<file path="src/design/tgcl_pkg.sv">
// Shared types, constants and codes for the text grid cell layout block.
`default_nettype none

package tgcl_pkg;

   // Grid limits; the values of the size registers are clamped to these where they are used.
   localparam int MAX_COLS = 256;
   localparam int MAX_ROWS = 64;
   localparam int MAX_TAB  = 16;

   // Field and state widths.
   localparam int TW_W     = 5;   // tab width register
   localparam int COL_W    = 9;   // screen width register, column position, used columns
   localparam int SH_W     = 7;   // screen height register
   localparam int ROW_W    = 6;   // row position and row field
   localparam int COLUMN_W = 8;   // column field
   localparam int LINE_W   = 32;
   localparam int GLYPH_W  = 32;
   localparam int NBYTE_W  = 4;
   localparam int DW_W     = 2;
   localparam int ATTR_W   = 16;
   localparam int UBYTES_W = 12;
   localparam int TIDX_W   = 4;   // index of a tab cell within one tab
   localparam int MCNT_W   = 4;   // bit counter of the remainder unit
   localparam int CSR_IDX_W  = 2;
   localparam int CSR_DATA_W = 9;

   localparam logic [UBYTES_W-1:0] BYTES_MAX = 12'd4095;

   // Register reset values.
   localparam logic [TW_W-1:0] TAB_WIDTH_RESET     = 5'd8;
   localparam logic [COL_W-1:0] SCREEN_WIDTH_RESET = 9'd80;
   localparam logic [SH_W-1:0] SCREEN_HEIGHT_RESET = 7'd24;

   // Character codes.
   localparam logic [7:0] CHAR_TAB     = 8'h09;
   localparam logic [7:0] CHAR_NEWLINE = 8'h0A;
   localparam logic [7:0] CHAR_SPACE   = 8'h20;
   localparam logic [7:0] CHAR_CARET   = 8'h5E;
   localparam logic [7:0] CHAR_DEL     = 8'h7F;
   localparam logic [7:0] CTRL_OFFSET  = 8'd64;

   typedef enum logic [CSR_IDX_W-1:0] {
      CSR_TAB_WIDTH     = 2'd0,
      CSR_SCREEN_WIDTH  = 2'd1,
      CSR_SCREEN_HEIGHT = 2'd2
   } csr_index_type;

   typedef enum logic [1:0] {
      ACT_WRITE    = 2'd0,
      ACT_CLEAR    = 2'd1,
      ACT_NO_SPACE = 2'd2
   } action_type;

   typedef enum logic [3:0] {
      OP_NONE,
      OP_START,
      OP_NO_SPACE,
      OP_MOD_INIT,
      OP_MOD_STEP,
      OP_TAB_CELL,
      OP_NL_WRITE,
      OP_NL_END,
      OP_CH_WRAP,
      OP_CH_WRITE,
      OP_CH_PAD
   } op_type;

   typedef struct packed {
      logic                 kind;
      logic [LINE_W-1:0]    first_line_number;
      logic [GLYPH_W-1:0]   glyph;
      logic [NBYTE_W-1:0]   byte_count;
      logic [DW_W-1:0]      display_width;
      logic [ATTR_W-1:0]    attribute;
   } req_type;

   typedef struct packed {
      action_type           action;
      logic [ROW_W-1:0]     row;
      logic [COLUMN_W-1:0]  column;
      logic [GLYPH_W-1:0]   cell_glyph;
      logic [NBYTE_W-1:0]   cell_bytes;
      logic [DW_W-1:0]      cell_columns;
      logic                 tab_cell;
      logic [ATTR_W-1:0]    cell_attribute;
      logic [LINE_W-1:0]    row_line_number;
      logic [COL_W-1:0]     row_used_columns;
      logic [UBYTES_W-1:0]  row_used_bytes;
      logic                 last;
   } rsp_type;

   typedef struct packed {
      logic   load_item;
      op_type op;
   } cmd_type;

   typedef struct packed {
      logic kind;
      logic full_cond;
      logic is_tab;
      logic is_nl;
      logic fits;
      logic col_lt_sw;
      logic next_ok;
      logic wrap_fail;
      logic tab_last;
      logic mod_last;
      logic nl_clear;
      logic wide;
      logic out_free;
   } status_type;

endpackage

`default_nettype wire

</file>
<file path="src/design/tgcl_channels.sv">
// Request and result channel interfaces of the text grid cell layout block.
`default_nettype none

interface tgcl_req_if import tgcl_pkg::*; ();
   logic                valid;
   logic                ready;
   logic                kind;
   logic [LINE_W-1:0]   first_line_number;
   logic [GLYPH_W-1:0]  glyph;
   logic [NBYTE_W-1:0]  byte_count;
   logic [DW_W-1:0]     display_width;
   logic [ATTR_W-1:0]   attribute;

   modport source (output valid, kind, first_line_number, glyph, byte_count,
                   display_width, attribute, input ready);
   modport sink (input valid, kind, first_line_number, glyph, byte_count,
                 display_width, attribute, output ready);
endinterface

interface tgcl_rsp_if import tgcl_pkg::*; ();
   logic                 valid;
   logic                 ready;
   logic [1:0]           action;
   logic [ROW_W-1:0]     row;
   logic [COLUMN_W-1:0]  column;
   logic [GLYPH_W-1:0]   cell_glyph;
   logic [NBYTE_W-1:0]   cell_bytes;
   logic [DW_W-1:0]      cell_columns;
   logic                 tab_cell;
   logic [ATTR_W-1:0]    cell_attribute;
   logic [LINE_W-1:0]    row_line_number;
   logic [COL_W-1:0]     row_used_columns;
   logic [UBYTES_W-1:0]  row_used_bytes;
   logic                 last;

   modport source (output valid, action, row, column, cell_glyph, cell_bytes,
                   cell_columns, tab_cell, cell_attribute, row_line_number,
                   row_used_columns, row_used_bytes, last, input ready);
   modport sink (input valid, action, row, column, cell_glyph, cell_bytes,
                 cell_columns, tab_cell, cell_attribute, row_line_number,
                 row_used_columns, row_used_bytes, last, output ready);
endinterface

`default_nettype wire

</file>
<file path="src/design/tgcl_ctrl.sv">
// Sequencing state machine of the text grid cell layout block.
`default_nettype none

module tgcl_ctrl import tgcl_pkg::*; (
   input  wire logic       clock,
   input  wire logic       reset,
   input  wire logic       req_valid,
   output logic            req_ready,
   input  wire status_type status,
   output cmd_type         cmd
);

   typedef enum logic [3:0] {
      ST_IDLE,
      ST_CHECK,
      ST_TAB_MOD,
      ST_TAB_CELL,
      ST_NL_WRITE,
      ST_NL_END,
      ST_CH_WRAP,
      ST_CH_WRITE,
      ST_CH_PAD,
      ST_NO_SPACE
   } state_type;

   state_type state_ff, state_in;

   always_comb begin
      state_in      = state_ff;
      cmd.load_item = 1'b0;
      cmd.op        = OP_NONE;
      req_ready     = (state_ff == ST_IDLE);
      case (state_ff)
         ST_IDLE: begin
            if (req_valid) begin
               cmd.load_item = 1'b1;
               state_in      = ST_CHECK;
            end
         end
         ST_CHECK: begin
            if (!status.kind) begin
               cmd.op   = OP_START;
               state_in = ST_IDLE;
            end else if (status.full_cond) begin
               if (status.out_free) begin
                  cmd.op   = OP_NO_SPACE;
                  state_in = ST_IDLE;
               end
            end else if (status.is_tab) begin
               cmd.op   = OP_MOD_INIT;
               state_in = ST_TAB_MOD;
            end else if (status.is_nl) begin
               state_in = ST_NL_WRITE;
            end else begin
               state_in = ST_CH_WRAP;
            end
         end
         ST_TAB_MOD: begin
            cmd.op = OP_MOD_STEP;
            if (status.mod_last) begin
               state_in = ST_TAB_CELL;
            end
         end
         ST_TAB_CELL: begin
            if (status.out_free) begin
               cmd.op = OP_TAB_CELL;
               if (status.wrap_fail || status.tab_last) begin
                  state_in = ST_IDLE;
               end
            end
         end
         ST_NL_WRITE: begin
            if (status.out_free) begin
               cmd.op   = OP_NL_WRITE;
               state_in = status.wrap_fail ? ST_IDLE : ST_NL_END;
            end
         end
         ST_NL_END: begin
            if (status.out_free || !status.nl_clear) begin
               cmd.op   = OP_NL_END;
               state_in = ST_IDLE;
            end
         end
         ST_CH_WRAP: begin
            if (status.fits) begin
               state_in = ST_CH_WRITE;
            end else if (status.out_free || !status.col_lt_sw) begin
               cmd.op   = OP_CH_WRAP;
               state_in = status.next_ok ? ST_CH_WRITE : ST_NO_SPACE;
            end
         end
         ST_CH_WRITE: begin
            if (status.out_free) begin
               cmd.op   = OP_CH_WRITE;
               state_in = status.wide ? ST_CH_PAD : ST_IDLE;
            end
         end
         ST_CH_PAD: begin
            if (status.out_free) begin
               cmd.op   = OP_CH_PAD;
               state_in = ST_IDLE;
            end
         end
         ST_NO_SPACE: begin
            if (status.out_free) begin
               cmd.op   = OP_NO_SPACE;
               state_in = ST_IDLE;
            end
         end
         default: begin
            state_in = ST_IDLE;
         end
      endcase
   end

   always_ff @(posedge clock) begin
      if (reset) begin
         state_ff <= ST_IDLE;
      end else begin
         state_ff <= state_in;
      end
   end

endmodule

`default_nettype wire

</file>
<file path="src/design/tgcl_datapath.sv">
// Datapath of the text grid cell layout block: registers, position state and result register.
`default_nettype none

module tgcl_datapath import tgcl_pkg::*; (
   input  wire logic                  clock,
   input  wire logic                  reset,
   input  wire logic                  csr_write_enable,
   input  wire logic [CSR_IDX_W-1:0]  csr_index,
   input  wire logic [CSR_DATA_W-1:0] csr_write_data,
   input  wire req_type               req_data,
   input  wire logic                  rsp_ready,
   output logic                       rsp_valid,
   output rsp_type                    rsp_data,
   input  wire cmd_type               cmd,
   output status_type                 status
);

   logic [TW_W-1:0]      tab_width_ff;
   logic [COL_W-1:0]     screen_width_ff;
   logic [SH_W-1:0]      screen_height_ff;
   logic [TW_W-1:0]      tw_c;
   logic [COL_W-1:0]     sw_c;
   logic [SH_W-1:0]      sh_c;

   req_type              item_ff;
   logic [ROW_W-1:0]     row_ff;
   logic [COL_W-1:0]     col_ff;
   logic [LINE_W-1:0]    line_ff;
   logic [COL_W-1:0]     used_cols_ff;
   logic [UBYTES_W-1:0]  used_bytes_ff;
   logic                 full_ff;
   logic [TW_W-1:0]      rem_ff;
   logic [MCNT_W-1:0]    mod_cnt_ff;
   logic [TIDX_W-1:0]    tab_idx_ff;
   logic                 rsp_valid_ff;
   rsp_type              rsp_data_ff;

   logic [7:0]           b0;
   logic                 is_ctrl;
   logic [GLYPH_W-1:0]   ch_glyph;
   logic [NBYTE_W-1:0]   ch_bytes;
   logic [DW_W-1:0]      ch_dw;
   logic [DW_W-1:0]      ch_need;
   logic [SH_W-1:0]      row_p1;
   logic                 next_ok;
   logic                 col_ge_sw;
   logic                 wrap_fail;
   logic [COL_W:0]       col_p1;
   logic [ROW_W-1:0]     eff_row;
   logic [COL_W-1:0]     eff_col;
   logic [COL_W:0]       eff_col_p1;
   logic [COL_W-1:0]     base_cols;
   logic [UBYTES_W-1:0]  base_bytes;
   logic [DW_W-1:0]      add_cols;
   logic [NBYTE_W-1:0]   add_bytes;
   logic [NBYTE_W-1:0]   tab_bytes;
   logic [COL_W:0]       sum_cols;
   logic [UBYTES_W:0]    sum_bytes;
   logic [COL_W-1:0]     new_cols;
   logic [UBYTES_W-1:0]  new_bytes;
   logic [TW_W:0]        mod_trial;
   logic [TW_W-1:0]      rem_in;
   logic [TW_W-1:0]      tab_count;
   logic                 tab_last;
   logic                 no_space;
   logic                 emit;
   logic                 out_free;
   rsp_type              res;

   // Size registers.
   always_ff @(posedge clock) begin
      if (reset) begin
         tab_width_ff     <= TAB_WIDTH_RESET;
         screen_width_ff  <= SCREEN_WIDTH_RESET;
         screen_height_ff <= SCREEN_HEIGHT_RESET;
      end else if (csr_write_enable) begin
         case (csr_index)
            CSR_TAB_WIDTH:     tab_width_ff     <= csr_write_data[TW_W-1:0];
            CSR_SCREEN_WIDTH:  screen_width_ff  <= csr_write_data[COL_W-1:0];
            CSR_SCREEN_HEIGHT: screen_height_ff <= csr_write_data[SH_W-1:0];
            default: ;
         endcase
      end
   end

   always_comb begin
      tw_c = (tab_width_ff == '0) ? TW_W'(1) :
             (tab_width_ff > TW_W'(MAX_TAB)) ? TW_W'(MAX_TAB) : tab_width_ff;
      sw_c = (screen_width_ff == '0) ? COL_W'(1) :
             (screen_width_ff > COL_W'(MAX_COLS)) ? COL_W'(MAX_COLS) : screen_width_ff;
      sh_c = (screen_height_ff == '0) ? SH_W'(1) :
             (screen_height_ff > SH_W'(MAX_ROWS)) ? SH_W'(MAX_ROWS) : screen_height_ff;
   end

   always_ff @(posedge clock) begin
      if (cmd.load_item) begin
         item_ff <= req_data;
      end
   end

   // Character classification; control bytes become a caret pair.
   always_comb begin
      b0       = item_ff.glyph[7:0];
      is_ctrl  = (b0 < CHAR_SPACE) || (b0 == CHAR_DEL);
      ch_glyph = is_ctrl ? {16'd0, 8'(b0 + CTRL_OFFSET), CHAR_CARET} : item_ff.glyph;
      ch_bytes = is_ctrl ? NBYTE_W'(1) : item_ff.byte_count;
      if (is_ctrl || item_ff.display_width == 2'd3) begin
         ch_dw = 2'd2;
      end else begin
         ch_dw = item_ff.display_width;
      end
      ch_need = (ch_dw == '0) ? 2'd1 : ch_dw;
   end

   // Position arithmetic.
   always_comb begin
      row_p1     = {1'b0, row_ff} + SH_W'(1);
      next_ok    = row_p1 < sh_c;
      col_ge_sw  = col_ff >= sw_c;
      wrap_fail  = col_ge_sw && !next_ok;
      col_p1     = {1'b0, col_ff} + (COL_W+1)'(1);
      eff_row    = col_ge_sw ? row_p1[ROW_W-1:0] : row_ff;
      eff_col    = col_ge_sw ? '0 : col_ff;
      eff_col_p1 = {1'b0, eff_col} + (COL_W+1)'(1);
      base_cols  = col_ge_sw ? '0 : used_cols_ff;
      base_bytes = col_ge_sw ? '0 : used_bytes_ff;
      tab_bytes  = (tab_idx_ff == '0) ? item_ff.byte_count : '0;
      case (cmd.op)
         OP_TAB_CELL: begin
            add_cols  = 2'd1;
            add_bytes = tab_bytes;
         end
         OP_NL_WRITE: begin
            add_cols  = 2'd1;
            add_bytes = item_ff.byte_count;
         end
         default: begin
            add_cols  = ch_dw;
            add_bytes = ch_bytes;
         end
      endcase
      sum_cols  = {1'b0, base_cols} + (COL_W+1)'(add_cols);
      new_cols  = (sum_cols > (COL_W+1)'(MAX_COLS)) ? COL_W'(MAX_COLS) : sum_cols[COL_W-1:0];
      sum_bytes = {1'b0, base_bytes} + (UBYTES_W+1)'(add_bytes);
      new_bytes = (sum_bytes > {1'b0, BYTES_MAX}) ? BYTES_MAX : sum_bytes[UBYTES_W-1:0];
   end

   // Restoring remainder of the column by the tab width, one bit per cycle.
   always_comb begin
      mod_trial = {rem_ff, col_ff[mod_cnt_ff]};
      if (mod_trial >= {1'b0, tw_c}) begin
         rem_in = TW_W'(mod_trial - {1'b0, tw_c});
      end else begin
         rem_in = mod_trial[TW_W-1:0];
      end
      tab_count = tw_c - rem_ff;
      tab_last  = (TW_W'(tab_idx_ff) + TW_W'(1)) == tab_count;
   end

   always_ff @(posedge clock) begin
      if (reset) begin
         rem_ff     <= '0;
         mod_cnt_ff <= '0;
         tab_idx_ff <= '0;
      end else begin
         case (cmd.op)
            OP_MOD_INIT: begin
               rem_ff     <= '0;
               mod_cnt_ff <= MCNT_W'(COL_W - 1);
               tab_idx_ff <= '0;
            end
            OP_MOD_STEP: begin
               rem_ff     <= rem_in;
               mod_cnt_ff <= mod_cnt_ff - MCNT_W'(1);
            end
            OP_TAB_CELL: begin
               tab_idx_ff <= tab_idx_ff + TIDX_W'(1);
            end
            default: ;
         endcase
      end
   end

   // Result of the current operation.
   always_comb begin
      res                  = '0;
      res.action           = ACT_WRITE;
      res.row              = row_ff;
      res.column           = col_ff[COLUMN_W-1:0];
      res.row_line_number  = line_ff;
      res.row_used_columns = used_cols_ff;
      res.row_used_bytes   = used_bytes_ff;
      emit                 = 1'b0;
      no_space             = 1'b0;
      case (cmd.op)
         OP_NO_SPACE: begin
            emit     = 1'b1;
            no_space = 1'b1;
         end
         OP_TAB_CELL: begin
            emit                 = 1'b1;
            no_space             = wrap_fail;
            res.row              = eff_row;
            res.column           = eff_col[COLUMN_W-1:0];
            res.cell_glyph       = {24'd0, CHAR_SPACE};
            res.cell_bytes       = tab_bytes;
            res.cell_columns     = 2'd1;
            res.tab_cell         = 1'b1;
            res.cell_attribute   = item_ff.attribute;
            res.row_used_columns = new_cols;
            res.row_used_bytes   = new_bytes;
            res.last             = tab_last;
         end
         OP_NL_WRITE: begin
            emit                 = 1'b1;
            no_space             = wrap_fail;
            res.row              = eff_row;
            res.column           = eff_col[COLUMN_W-1:0];
            res.cell_glyph       = item_ff.glyph;
            res.cell_bytes       = item_ff.byte_count;
            res.cell_columns     = 2'd1;
            res.cell_attribute   = item_ff.attribute;
            res.row_used_columns = new_cols;
            res.row_used_bytes   = new_bytes;
            res.last             = !(eff_col_p1 < {1'b0, sw_c});
         end
         OP_NL_END: begin
            emit       = col_p1 < {1'b0, sw_c};
            res.action = ACT_CLEAR;
            res.column = col_p1[COLUMN_W-1:0];
            res.last   = 1'b1;
         end
         OP_CH_WRAP: begin
            emit       = !col_ge_sw;
            res.action = ACT_CLEAR;
         end
         OP_CH_WRITE: begin
            emit                 = 1'b1;
            res.cell_glyph       = ch_glyph;
            res.cell_bytes       = ch_bytes;
            res.cell_columns     = ch_dw;
            res.cell_attribute   = item_ff.attribute;
            res.row_used_columns = new_cols;
            res.row_used_bytes   = new_bytes;
            res.last             = (ch_dw != 2'd2);
         end
         OP_CH_PAD: begin
            emit     = 1'b1;
            res.last = 1'b1;
         end
         default: ;
      endcase
      if (no_space) begin
         res                 = '0;
         res.action          = ACT_NO_SPACE;
         res.row_line_number = line_ff;
         res.last            = 1'b1;
      end
   end

   // Position state.
   always_ff @(posedge clock) begin
      if (reset) begin
         row_ff        <= '0;
         col_ff        <= '0;
         line_ff       <= '0;
         used_cols_ff  <= '0;
         used_bytes_ff <= '0;
         full_ff       <= 1'b0;
      end else begin
         case (cmd.op)
            OP_START: begin
               row_ff        <= '0;
               col_ff        <= '0;
               line_ff       <= item_ff.first_line_number;
               used_cols_ff  <= '0;
               used_bytes_ff <= '0;
               full_ff       <= 1'b0;
            end
            OP_NO_SPACE: begin
               full_ff <= 1'b1;
            end
            OP_TAB_CELL, OP_NL_WRITE: begin
               if (wrap_fail) begin
                  full_ff       <= 1'b1;
                  col_ff        <= '0;
                  used_cols_ff  <= '0;
                  used_bytes_ff <= '0;
               end else begin
                  row_ff        <= eff_row;
                  col_ff        <= (cmd.op == OP_TAB_CELL) ? eff_col_p1[COL_W-1:0] : eff_col;
                  used_cols_ff  <= new_cols;
                  used_bytes_ff <= new_bytes;
               end
            end
            OP_NL_END, OP_CH_WRAP: begin
               if (cmd.op == OP_NL_END) begin
                  line_ff <= line_ff + LINE_W'(1);
               end
               col_ff        <= '0;
               used_cols_ff  <= '0;
               used_bytes_ff <= '0;
               if (next_ok) begin
                  row_ff <= row_p1[ROW_W-1:0];
               end else begin
                  full_ff <= 1'b1;
               end
            end
            OP_CH_WRITE: begin
               col_ff        <= col_p1[COL_W-1:0];
               used_cols_ff  <= new_cols;
               used_bytes_ff <= new_bytes;
            end
            OP_CH_PAD: begin
               col_ff <= col_p1[COL_W-1:0];
            end
            default: ;
         endcase
      end
   end

   // Result register.
   assign out_free = !rsp_valid_ff || rsp_ready;

   always_ff @(posedge clock) begin
      if (reset) begin
         rsp_valid_ff <= 1'b0;
      end else if (emit) begin
         rsp_valid_ff <= 1'b1;
      end else if (rsp_ready) begin
         rsp_valid_ff <= 1'b0;
      end
   end

   always_ff @(posedge clock) begin
      if (emit) begin
         rsp_data_ff <= res;
      end
   end

   assign rsp_valid = rsp_valid_ff;
   assign rsp_data  = rsp_data_ff;

   always_comb begin
      status.kind      = item_ff.kind;
      status.full_cond = full_ff || ({1'b0, row_ff} >= sh_c);
      status.is_tab    = (b0 == CHAR_TAB);
      status.is_nl     = (b0 == CHAR_NEWLINE);
      status.fits      = ({1'b0, col_ff} + (COL_W+1)'(ch_need)) <= {1'b0, sw_c};
      status.col_lt_sw = !col_ge_sw;
      status.next_ok   = next_ok;
      status.wrap_fail = wrap_fail;
      status.tab_last  = tab_last;
      status.mod_last  = (mod_cnt_ff == '0);
      status.nl_clear  = col_p1 < {1'b0, sw_c};
      status.wide      = (ch_dw == 2'd2);
      status.out_free  = out_free;
   end

endmodule

`default_nettype wire

</file>
<file path="src/design/text_grid_cell_layout.sv">
// Top level of the text grid cell layout block: controller, datapath and channel wiring.
// A request is taken while the controller is idle and checked in the next cycle, where
// a start or a full-grid report ends. A character takes a wrap, a write and, if wide,
// a pad step; a newline a write and an end step; a tab remainder steps, then one per cell.
// One result leaves per cycle; a stalled result register holds the sequence back.
// Reset is synchronous and active high; it restores the size registers to 8, 80 and 24.
`default_nettype none

module text_grid_cell_layout import tgcl_pkg::*; (
   input  wire logic                  clock,
   input  wire logic                  reset,
   tgcl_req_if.sink                   req_if,
   tgcl_rsp_if.source                 rsp_if,
   input  wire logic                  csr_write_enable,
   input  wire logic [CSR_IDX_W-1:0]  csr_index,
   input  wire logic [CSR_DATA_W-1:0] csr_write_data
);

   // The controller walks each request through its steps; the datapath holds the
   // position state, does the arithmetic and owns the result register.
   cmd_type    cmd;
   status_type status;
   req_type    req_data;
   rsp_type    rsp_data;
   logic       rsp_valid;
   logic       req_ready;

   // Gather the request fields; the datapath keeps a copy on acceptance.
   always_comb begin
      req_data.kind              = req_if.kind;
      req_data.first_line_number = req_if.first_line_number;
      req_data.glyph             = req_if.glyph;
      req_data.byte_count        = req_if.byte_count;
      req_data.display_width     = req_if.display_width;
      req_data.attribute         = req_if.attribute;
   end

   tgcl_ctrl u_ctrl (
      .clock     (clock),
      .reset     (reset),
      .req_valid (req_if.valid),
      .req_ready (req_ready),
      .status    (status),
      .cmd       (cmd)
   );

   tgcl_datapath u_datapath (
      .clock            (clock),
      .reset            (reset),
      .csr_write_enable (csr_write_enable),
      .csr_index        (csr_index),
      .csr_write_data   (csr_write_data),
      .req_data         (req_data),
      .rsp_ready        (rsp_if.ready),
      .rsp_valid        (rsp_valid),
      .rsp_data         (rsp_data),
      .cmd              (cmd),
      .status           (status)
   );

   // The request side is open only while the controller is idle. The result register
   // lets the last result of one request wait while the next request is taken.
   assign req_if.ready = req_ready;

   always_comb begin
      rsp_if.valid            = rsp_valid;
      rsp_if.action           = rsp_data.action;
      rsp_if.row              = rsp_data.row;
      rsp_if.column           = rsp_data.column;
      rsp_if.cell_glyph       = rsp_data.cell_glyph;
      rsp_if.cell_bytes       = rsp_data.cell_bytes;
      rsp_if.cell_columns     = rsp_data.cell_columns;
      rsp_if.tab_cell         = rsp_data.tab_cell;
      rsp_if.cell_attribute   = rsp_data.cell_attribute;
      rsp_if.row_line_number  = rsp_data.row_line_number;
      rsp_if.row_used_columns = rsp_data.row_used_columns;
      rsp_if.row_used_bytes   = rsp_data.row_used_bytes;
      rsp_if.last             = rsp_data.last;
   end

endmodule

`default_nettype wire
</file>
<file path="src/flat_wrapper.sv">
// flat-port wrapper written by rule: the top's interface ports become plain ports
module text_grid_cell_layout_flat import tgcl_pkg::*;
  (clock, reset, csr_write_enable, csr_index, csr_write_data, req_if_valid, req_if_kind, req_if_first_line_number, req_if_glyph, req_if_byte_count, req_if_display_width, req_if_attribute, req_if_ready, rsp_if_valid, rsp_if_action, rsp_if_row, rsp_if_column, rsp_if_cell_glyph, rsp_if_cell_bytes, rsp_if_cell_columns, rsp_if_tab_cell, rsp_if_cell_attribute, rsp_if_row_line_number, rsp_if_row_used_columns, rsp_if_row_used_bytes, rsp_if_last, rsp_if_ready);
  tgcl_req_if req_if_i ();
  tgcl_rsp_if rsp_if_i ();
  input  wire logic clock;
  input  wire logic reset;
  input  wire logic csr_write_enable;
  input  wire logic [CSR_IDX_W-1:0] csr_index;
  input  wire logic [CSR_DATA_W-1:0] csr_write_data;
  input wire logic [$bits(req_if_i.valid)-1:0] req_if_valid;
  input wire logic [$bits(req_if_i.kind)-1:0] req_if_kind;
  input wire logic [$bits(req_if_i.first_line_number)-1:0] req_if_first_line_number;
  input wire logic [$bits(req_if_i.glyph)-1:0] req_if_glyph;
  input wire logic [$bits(req_if_i.byte_count)-1:0] req_if_byte_count;
  input wire logic [$bits(req_if_i.display_width)-1:0] req_if_display_width;
  input wire logic [$bits(req_if_i.attribute)-1:0] req_if_attribute;
  output wire logic [$bits(req_if_i.ready)-1:0] req_if_ready;
  output wire logic [$bits(rsp_if_i.valid)-1:0] rsp_if_valid;
  output wire logic [$bits(rsp_if_i.action)-1:0] rsp_if_action;
  output wire logic [$bits(rsp_if_i.row)-1:0] rsp_if_row;
  output wire logic [$bits(rsp_if_i.column)-1:0] rsp_if_column;
  output wire logic [$bits(rsp_if_i.cell_glyph)-1:0] rsp_if_cell_glyph;
  output wire logic [$bits(rsp_if_i.cell_bytes)-1:0] rsp_if_cell_bytes;
  output wire logic [$bits(rsp_if_i.cell_columns)-1:0] rsp_if_cell_columns;
  output wire logic [$bits(rsp_if_i.tab_cell)-1:0] rsp_if_tab_cell;
  output wire logic [$bits(rsp_if_i.cell_attribute)-1:0] rsp_if_cell_attribute;
  output wire logic [$bits(rsp_if_i.row_line_number)-1:0] rsp_if_row_line_number;
  output wire logic [$bits(rsp_if_i.row_used_columns)-1:0] rsp_if_row_used_columns;
  output wire logic [$bits(rsp_if_i.row_used_bytes)-1:0] rsp_if_row_used_bytes;
  output wire logic [$bits(rsp_if_i.last)-1:0] rsp_if_last;
  input wire logic [$bits(rsp_if_i.ready)-1:0] rsp_if_ready;
  assign req_if_i.valid = req_if_valid;
  assign req_if_i.kind = req_if_kind;
  assign req_if_i.first_line_number = req_if_first_line_number;
  assign req_if_i.glyph = req_if_glyph;
  assign req_if_i.byte_count = req_if_byte_count;
  assign req_if_i.display_width = req_if_display_width;
  assign req_if_i.attribute = req_if_attribute;
  assign req_if_ready = req_if_i.ready;
  assign rsp_if_valid = rsp_if_i.valid;
  assign rsp_if_action = rsp_if_i.action;
  assign rsp_if_row = rsp_if_i.row;
  assign rsp_if_column = rsp_if_i.column;
  assign rsp_if_cell_glyph = rsp_if_i.cell_glyph;
  assign rsp_if_cell_bytes = rsp_if_i.cell_bytes;
  assign rsp_if_cell_columns = rsp_if_i.cell_columns;
  assign rsp_if_tab_cell = rsp_if_i.tab_cell;
  assign rsp_if_cell_attribute = rsp_if_i.cell_attribute;
  assign rsp_if_row_line_number = rsp_if_i.row_line_number;
  assign rsp_if_row_used_columns = rsp_if_i.row_used_columns;
  assign rsp_if_row_used_bytes = rsp_if_i.row_used_bytes;
  assign rsp_if_last = rsp_if_i.last;
  assign rsp_if_i.ready = rsp_if_ready;
  text_grid_cell_layout u_core (.clock(clock), .reset(reset), .req_if(req_if_i), .rsp_if(rsp_if_i), .csr_write_enable(csr_write_enable), .csr_index(csr_index), .csr_write_data(csr_write_data));
endmodule
</file>
<file path="config.mk">
export PLATFORM = sky130hd
export DESIGN_NAME = text_grid_cell_layout_flat
export DESIGN_NICKNAME = d
export VERILOG_FILES = /design/src/design/tgcl_pkg.sv /design/src/design/tgcl_channels.sv /design/src/design/tgcl_ctrl.sv /design/src/design/tgcl_datapath.sv /design/src/design/text_grid_cell_layout.sv /design/src/flat_wrapper.sv
export SDC_FILE = /design/constraint.sdc
export NUM_CORES = 1
export LEC_CHECK = 0
export BUFFER_PORTS_ARGS = -buffer_cell sky130_fd_sc_hd__buf_2
export CORE_AREA = 2 2 242 244
export DETAILED_ROUTE_END_ITERATION = 10
export DIE_AREA = 0 0 244 246
export REMOVE_ABC_BUFFERS = 1
export SLEW_MARGIN = 0
export SYNTH_ARGS = -nofsm -noshare
export SYNTH_HDL_FRONTEND = slang
export SYNTH_SLANG_ARGS = --single-unit
</file>
<file path="constraint.sdc">
create_clock -name clock -period 12.75 [get_ports clock]
set_clock_uncertainty 0.05 [all_clocks]
set_input_delay 1.275 -clock clock [delete_from_list [all_inputs] [get_ports clock]]
set_output_delay 1.275 -clock clock [all_outputs]
set_load 0.05 [all_outputs]
</file>
==> out/results.ini <==
[worst_setup_path]
cp_max_fo = 66
required_ns = 12.87
cp_cell_sequence = inv_1, ha_1, nand2_1, nand2_1, o21ai_1, nor2_1, inv_1, ha_1, a21o_1, nand4_1, xnor2_1, ha_1, and3_1, nand3_1, a21oi_1, o211ai_2, o21ai_0, nor2_1, o21ai_4, buf_4, buf_4
reg2reg_slack_ns = 6.39
end_kind = flop
path_class = reg -> reg
reg2reg_to = u_core.u_datapath.rsp_data[56]$_SDFFCE_PP0P_
slowest_delay_ns = 0.78
reg2reg_depth = 21
worstPathArrival_ns = 6.49
start_kind = flop
reg2reg_from = u_core.u_datapath.b0[6]$_DFFE_PP_
crit_slowest_cell = buf_4
cp_common_cell = ha_1

[die]
die_w_um = 244
die_area_um2 = 60000
initial_core_util_pct = 27.9
placementRows = 88
num_io_pins = 230
core_region_area_um2 = 57400
die_h_um = 246

[logic_synthesis]
ys_seq_area_share_pct = 53.3
synth_warnings = 0
synth.ff_latch_count = 320
synth_ff_type = edfxtp_1
synth_cells = 1563
synth_edf_count = 212
synth_area_um2 = 16000
synth_area_per_cell_um2 = 10.2
yosysUniqueCellTypes = 81
async_flop_share_pct = 0

[power_and_ir_drop]
ir_worst_vdd_uv = 127
pwr-share-clk_pct = 26.7
sequentialPowerShare_pct = 38.0
power_switching_mw = 1.73
p_leak_nw = 7.34
cellPowerDensity_nw_per_um2 = 219
swShare_pct = 40.9
comb_power_share_pct = 35.2
p_int_mw = 2.50
p_total_mw = 4.23

[cts]
cts_tree = built
cts_resized = 0
h-tree-depth = 2
cts_root_buf = clkbuf_16
postCtsSetupRepairBufs = 0
cts.path.max_buffers = 3
path_clk_slew_ns = 0.06
cts.sinks = 320
insertion_delay_ns = 0.55
cts_buffers = 38
cts_hold_buf = 0

[timing]
min_period_ns = 6.36
fmax_mhz = 157
final_max_slew_viol_count = 0
setup_violations = 0
final-hold-violation-count = 0
fin_crit_sh_pct = 49.9
relSlewSlack_pct = 11.4
tightest_slew_ns = 1.32
timing.setup.tns_ns = 0
rsz0062_at_grt = no

[min_path]
min-delay-start = u_core.u_datapath.screen_width_ff[0]$_SDFFE_PP0P_
min_delay_path_depth = 2
hold_path.class = reg -> reg
whs_endpoint = u_core.u_datapath.screen_width_ff[0]$_SDFFE_PP0P_

[grt]
antenna_found_initial = 14
grt_pass1_vias = 12877
grt_pass1_wl_um = 75400
grt_start_max_net_pins = 76
grt.total_usage_pct = 16.1
overflow = 0

[route]
drtPass1Iterations = 5
drt_iter0_drc = 1037
dr_total_vias = 12975
drc = 0
routedWlPerCell_um = 19.2
ant_nets = 0
drt-vias-per-instance = 5.05
wl_um = 49200

[cells_and_area]
drive_gt1_share_pct = 18.7
multi_input_area_um2 = 6920
nFillCells = 5803
final_cell_mix = buf_2 (228), edfxtp_1 (212), nand2_1 (149)
final_common_cell = buf_2
syn_to_final_growth_pct = 20.4
final_net_count = 1956
register_area_um2 = 8530

[place]
gp_congestion = 0.948
port_buffers = 229
dp_hpwl_um = 35400

[run_status]
status = finished clean

[job]
maxCapViolCount = 0

-- worst max path at each step --
| stage | slack (ns) | end | cells after the start | from |
|---|---|---|---|---|
| after floorplan | 0.14 | u_core.u_datapath.rsp_data[0]$_SDFFCE_PP1P_ | 19 | u_core.u_datapath.b0[6]$_DFFE_PP_ |
| after global placement | 6.55 | u_core.u_datapath.rsp_data[58]$_SDFFCE_PP0P_ | 21 | u_core.u_datapath.b0[6]$_DFFE_PP_ |
| after detailed placement | 6.41 | u_core.u_datapath.rsp_data[58]$_SDFFCE_PP0P_ | 21 | u_core.u_datapath.b0[6]$_DFFE_PP_ |
| after CTS | 6.37 | u_core.u_datapath.rsp_data[61]$_SDFFCE_PP0P_ | 21 | u_core.u_datapath.b0[6]$_DFFE_PP_ |
| after global routing | 5.70 | u_core.u_datapath.rsp_data[86]$_SDFFCE_PP0P_ | 21 | u_core.u_datapath.b0[6]$_DFFE_PP_ |
| final | 6.39 | u_core.u_datapath.rsp_data[56]$_SDFFCE_PP0P_ | 21 | u_core.u_datapath.b0[6]$_DFFE_PP_ |
-- metrics by stage --
stage | std cells | hold slack [ns] | setup slack, ns | utilization [%] | area, um2
floorplan | 1485 | 0.373 | 0.144 | - | 15600
global placement | 2498 | 0.391 | 6.55 | 31.3 | 17900
detailed placement | 2498 | 0.394 | 6.41 | 31.3 | 17900
CTS | 2566 | 0.418 | 6.37 | 33.6 | 19200
global route | 2567 | 0.433 | 5.70 | 33.6 | 19300
finish | 2570 | 0.417 | 6.39 | 33.6 | 19300
-- area by class of cell --
type	count	area share (%)
multi-input cells	1101	35.9
diodes	4	0.0520
flip-flops and latches	320	44.3
clock inverters	17	1.13
clock buffers	51	5.67
inverters	64	1.25
well taps	765	4.97
repair buffers	248	6.70
-- state kept, by name (all words and copies together) (netlist names), 5 cells and up --
name and cells:
u_core.u_datapath.b0 8, u_core.u_datapath.col_ff 9, u_core.u_datapath.item_ff 78, u_core.u_datapath.line_ff 32
u_core.u_datapath.rem_ff 5, u_core.u_datapath.row_ff 6, u_core.u_datapath.rsp_data 125, u_core.u_datapath.screen_height_ff 7
u_core.u_datapath.screen_width_ff 9, u_core.u_datapath.tab_width_ff 5, u_core.u_datapath.used_bytes_ff 12, u_core.u_datapath.used_cols_ff 9
-- routing by layer --
layer  share of wire [%]  vias up  GRT usage, %
met1                  42     6203          20.2
met4                 2.0       20          4.20
met5                0.27        -             0
met3                 9.4       81          6.09
met2                  46      477          26.0
li1                    -     6194             -
-- cells in the mapped netlist (all sizes together), types with 5 or more instances --
library cell  count  area, um2
dfxtp           108       2160
edfxtp          212       6370
and3             36        225
inv              62        233
xnor2            24        210
nor3             54        270
o21ai            77        389
a311oi            5       43.8
a21o             18        135
xor2             18        158
a31oi            14       87.6
buf              20        128
clkbuf           58        218
a211oi           16        133
nand3            41        205
a22oi            19        143
nand2b           16        100
and2             32        200
o32ai            18        158
or3              21        131
and4              5       43.8
nand2           149        559
nor2            146        556
a221oi            5       43.8
nor2b            13       81.3
fa                5        100
ha               75        938
or2               9       56.3
a21oi           149        749
o21a              9       67.6
nand3b           10       75.1
mux2i            17        170
a211o             7       61.3
nand4            17        121
o211ai            7       57.6
nor4             15       93.8
-- worst max-delay path, delay by kind of cell (launching register included) --
family,cells,cell delay (ns)
compound gates,6,1.71
xor+xnor,1,0.18
fa+ha+maj,3,0.82
buf+inv,4,1.67
flops,1,0.40
simple gates,7,1.03
-- kinds of logic (layout without fill, tap and decap cells) --
kind of cell,Yosys count,after routing,synth area share (%)
buffers and inverters,142,380,3.66
AND/OR/NAND/NOR,580,580,17.9
adder cells (fa/ha/maj),80,80,6.49
other,0,4,0
XOR/XNOR,42,42,2.30
AO/OA/AOI/OAI,380,380,14.9
multiplexers,19,19,1.35
flip-flops,320,320,53.3
-- power groups by stage --
stage | Clock, mW | Combinational (mW) | Sequential [mW]
5_1_grt | 1.20 | 1.61 | 1.63
6_report | 1.13 | 1.49 | 1.61
4_1_cts | 1.16 | 1.50 | 1.61
2_1_floorplan | 0 | 0.619 | 2.05
3_5_place_dp | 0 | 1.49 | 1.63
3_3_place_gp | 0 | 1.48 | 1.63
Power figures use the tool's default switching activity.
